`src/design/aes_ram.sv`:
```
// ----------------------------------------------------------------------------
// AES generic RAM
// Single write port, single read port, registered read data.
// ----------------------------------------------------------------------------
module aes_ram #(
    parameter int WIDTH = 32,
    parameter int DEPTH = 60
) (
    input  logic                     i_clk,
    input  logic                     i_we,
    input  logic [$clog2(DEPTH)-1:0] i_waddr,
    input  logic [WIDTH-1:0]         i_wdata,
    input  logic [$clog2(DEPTH)-1:0] i_raddr,
    output logic [WIDTH-1:0]         o_rdata
);
    logic [WIDTH-1:0] r_mem [DEPTH];
    logic [WIDTH-1:0] r_rdata;

    always_ff @(posedge i_clk) begin
        if (i_we) begin
            r_mem[i_waddr] <= i_wdata;
        end
        r_rdata <= r_mem[i_raddr];
    end

    assign o_rdata = r_rdata;
endmodule

```
`config.mk`:
```
export PLATFORM = sky130hd
export DESIGN_NAME = aes_ram
export DESIGN_NICKNAME = d
export VERILOG_FILES = /design/src/design/aes_ram.sv
export SDC_FILE = /design/constraint.sdc
export NUM_CORES = 2
export LEC_CHECK = 0
export ABC_AREA = 1
export BUFFER_PORTS_ARGS = -buffer_cell sky130_fd_sc_hd__clkbuf_2
export CORE_MARGIN = 2
export CORE_UTILIZATION = 50
export DETAILED_ROUTE_END_ITERATION = 6
export PLACE_DENSITY = 0.75
export SLEW_MARGIN = 20
export SYNTH_ARGS = -nofsm -noshare
export SYNTH_HDL_FRONTEND = slang
export SYNTH_SLANG_ARGS = --single-unit
```
`constraint.sdc`:
```
create_clock -name i_clk -period 10.5 [get_ports i_clk]
set_input_delay 2.1 -clock i_clk [delete_from_list [all_inputs] [get_ports i_clk]]
set_output_delay 2.1 -clock i_clk [all_outputs]
set_load 0.1 [all_outputs]
```
* Word-level counts from Yosys, hierarchy flattened
Memory sizes are Yosys's and may differ from the RTL's. A register that Yosys moved wholly into a read port is not among the register bits.
Index checks and enable logic that the tools add are counted.
** Operators by class
- Muxes and demuxes :: 2
** Operators with widths (number)
- 1-bit 2-to-1 mux :: 2
** Word-level totals
- Register bits :: 0
- Input port bits :: 46
- Bits in writable memories :: 1920
- Memories kept :: 1
- Output and inout port bits :: 32
- Logic and storage cells :: 3
** Memory list
- r_mem :: depth 60, bits a word 32, rd ports 1, clocked after Yosys merged registers in 1, write ports 1, line 16 : logic [WIDTH-1:0] r_mem [DEPTH];

* Logic depth before layout (Yosys ltp)
- Word-level depth :: 2
- Depth in mapped cells :: 15
- Mapped depth without buffers :: 11

* Worst setup path before layout
Ideal clock, no wire load.
- Path kind :: input to register
- Start :: input port i_waddr[1]
- End :: memory r_mem[34][0], enable pin
- Setup time :: 502 ps
- Path buffers :: 1
- Cell stages on the path :: 3
- Required time :: 9998 ps
- Slack :: 4386 ps
- Arrival :: 5612 ps
- Cell sequence :: clkbuf_1 > inv_1 > nor4_1
** RTL lines
- from (decl) :: line 11 : input logic [$clog2(DEPTH)-1:0] i_waddr,
- to (decl) :: line 16
Straight into the memory's write port.

==> flow_summary_export.csv <==
group,metric,value,unit
logic_synthesis,ys_seq_elements,1952,
grt,grt_usage,0.268,
timing,worst_pin_slew,1.50,ns
layout,post-route-util,0.557,
detailed_routing,viasPerCell,5.94,
timing,max_freq,200,MHz
floorplan,die_y,401,um
timing,post-route-period-util,0.475,
setup_path,crit_required,11.25,ns
timing,drv_slew,9,
power,powerDensity,187,nW/um^2
timing,maxSlewHeadroom,-0.00135,
clock_network,cts_max_level,4,
floorplan,ioPinCount,78,
min_path,hp-class,"flop to flop",
clock_network,cts_tree,"yes",
detailed_routing,wl_per_cell,24.8,um
power,ir_worst_vdd,0.141,mV
clock_network,root_buffer,"clkbuf_16",
clock_network,postCtsSetupRepairBufs,0,
timing,setup_violations,0,
floorplan,fp.coreArea,156000,sq um
setup_path,r2r.worst_path.cells,8,
placed_design,port_buffers,77,
power,p_leak,0.0313,uW
setup_path,max_stage_delay,0.82,ns
timing,hold_viol,0,
layout,fin_nets,6688,
clock_network,clock_path_buffers,3,
logic_synthesis,synth_area,78700,sq um
detailed_routing,first_pass_iters,7,
setup_path,ff2ff_setup_slack,8.81,ns
detailed_routing,drt-initial-drc-count,8390,
placed_design,gp_congestion,0.858,
grt,grt_max_degree,191,
setup_path,reg2reg_from,"r_mem[38][12]",
detailed_routing,finalWirelength,220000,um
placed_design,dp_hpwl,109000,um
clock_network,clock_sinks,1952,
layout,drive_gt1_frac,0.0774,
clock_network,clock_latency,0.84,ns
grt,grt_antenna_before_repair,10,
logic_synthesis,synth_seq_area_share,0.741,
logic_synthesis,synthDistinctLibCells,21,
logic_synthesis,synthCells,6666,
setup_path,crit_path_cell_trace,"buf_8, buf_4, buf_4, buf_4, nand2_1, nand3_1, nand3_1, nand2_1, nand2_1, nand3_1, nand3_1, nand2_1",
logic_synthesis,syn_nets,6712,
clock_network,numCtsBuffers,184,
timing,fin_skew,0.0279,ns
timing,rsz0062_at_grt,"no",
setup_path,critPathCapture,"o_rdata[3]",
power,power.total,16300,uW
detailed_routing,drcViolationCount,7,
floorplan,initial_core_util,0.504,
setup_path,rr_endpoint,"o_rdata[12]",
detailed_routing,num_vias,52700,
run,cap_violations,0,
layout,area_delta_synth_final,10.5,%
logic_synthesis,ys.warnings.count,0,
grt,overflow,0,
timing,holdWs,0.726,ns
logic_synthesis,ys_async_sr_fraction,0,
logic_synthesis,yosys-top-cells-area,"edfxtp_1, nand2_1, nand3_1",
detailed_routing,met3_length,26500,um
logic_synthesis,netlist_top_cells_count,"nand2_1, edfxtp_1, nand3_1",
setup_path,slowest_stage,"buf_4",
detailed_routing,met1_length,80600,um
outcome,status,"complete, but fails checks",
logic_synthesis,synth-edff-count,1920,
detailed_routing,ant_nets,0,
setup_path,setup.worst_path.class,"input pin to flop",
logic_synthesis,post-synth-top-count-cell,"nand2_1",
floorplan,die-area,161000,sq um
detailed_routing,dr.max_layer_used,"met5",
grt,grt_pass1_wl,322000,um
timing,period_needed,4.99,ns
logic_synthesis,syn_area_per_cell,11.8,sq um
clock_network,clk_pin_slew,0.06,ns
outcome,violations,"design-rule violations, max-slew violations",
grt,first_global_vias,50434,
clock_network,cts_resized,0,
setup_path,worst-path-max-fanout,89,
floorplan,chipWidth,401,um
clock_network,holdBufCountCts,0,
floorplan,core.rowCount,145,
setup_path,startpoint,"i_raddr[0]",
logic_synthesis,synth_top_area_share,0.733,
logic_synthesis,synth-main-ff-cell,"edfxtp_1",
timing,tns,0,ns
setup_path,critPathCaptureType,"flop",
setup_path,worstSetupStartpointType,"input pin",
detailed_routing,wl_met2,103000,um
setup_path,arrival,5.74,ns
logic_synthesis,synth_top_area_cell,"edfxtp_1",
-- how the worst min path moves through the flow --
| stage | slack [ns] | end | from | cells past startpoint |
|---|---|---|---|---|
| finish | 0.73 | o_rdata[2] | r_mem[56][2] | 6 |
| global route | 0.74 | o_rdata[2] | r_mem[56][2] | 6 |
| CTS | 0.71 | o_rdata[2] | r_mem[56][2] | 6 |
| detailed placement | 0.69 | o_rdata[2] | r_mem[56][2] | 6 |
| global placement | 0.69 | o_rdata[2] | r_mem[56][2] | 6 |
| floorplan | 0.63 | o_rdata[10] | r_mem[56][10] | 6 |
-- cell usage in the layout, fill, tap and decap left out, drive strengths merged, types with 19 or more instances in the layout --
master and instances:
nand2 2151, edfxtp 1920, nand3 1449, clkbuf 329, nor2 325, inv 184
o21ai 144, buf 137, clkinv 61, dfxtp 32, a21oi 19
-- report_power, final --
| group | leakage (uW) | internal, uW | total, uW | switching (uW) |
|---|---|---|---|---|
| clock | 0.00284 | 3670 | 6490 | 2820 |
| combinational | 0.0109 | 229 | 1100 | 873 |
| sequential | 0.0175 | 8620 | 8660 | 37.0 |
-- stage by stage --
stage / area [sq um] / worst slack, ns / cells
2_1_floorplan: 78700 / 4.39 / 6666
3_3_place_gp: 81100 / 4.91 / 8514
3_5_place_dp: 81100 / 4.81 / 8514
4_1_cts: 86900 / 5.68 / 8857
5_1_grt: 87000 / 5.31 / 8863
6_report: 87000 / 5.51 / 8866
-- cell type report --
cell class              count  area [sq um]
fillers                 12062         69200
flip-flops and latches   1952         58300
diodes                      9          22.5
clock buffers             257          5080
clock inverters            86           764
well taps                2058          2570
inverters                 178           697
repair buffers            209          1530
multi-input cells        4117         18000
-- logic make-up (layout without fill, tap and decap cells) --
logic type             count (synthesis)  count (layout)  share of synthesized area
DFF                                 1952            1952                      0.741
buffers and inverters                597             730                     0.0364
other                                  0               9                          0
AOI/OAI and AO/OA                    174             174                     0.0114
and+or+nand+nor                     3943            3943                      0.212
-- sequential cells by signal (all words and copies together) (netlist names) --
name	cells
o_rdata	32
r_mem	1920
-- worst max-delay path, delay by kind of cell --
kind,cells,cell delay [ns]
AND/OR/NAND/NOR,8,0.84
buffers and inverters,4,2.56
-- metal layers --
metal / up-vias / global-route usage
met2: 3537 / 0.423
li1: 23196 / -
met5: - / 0
met3: 508 / 0.0574
met1: 25453 / 0.356
met4: 6 / 0.129
Power figures use the tool's default switching activity.
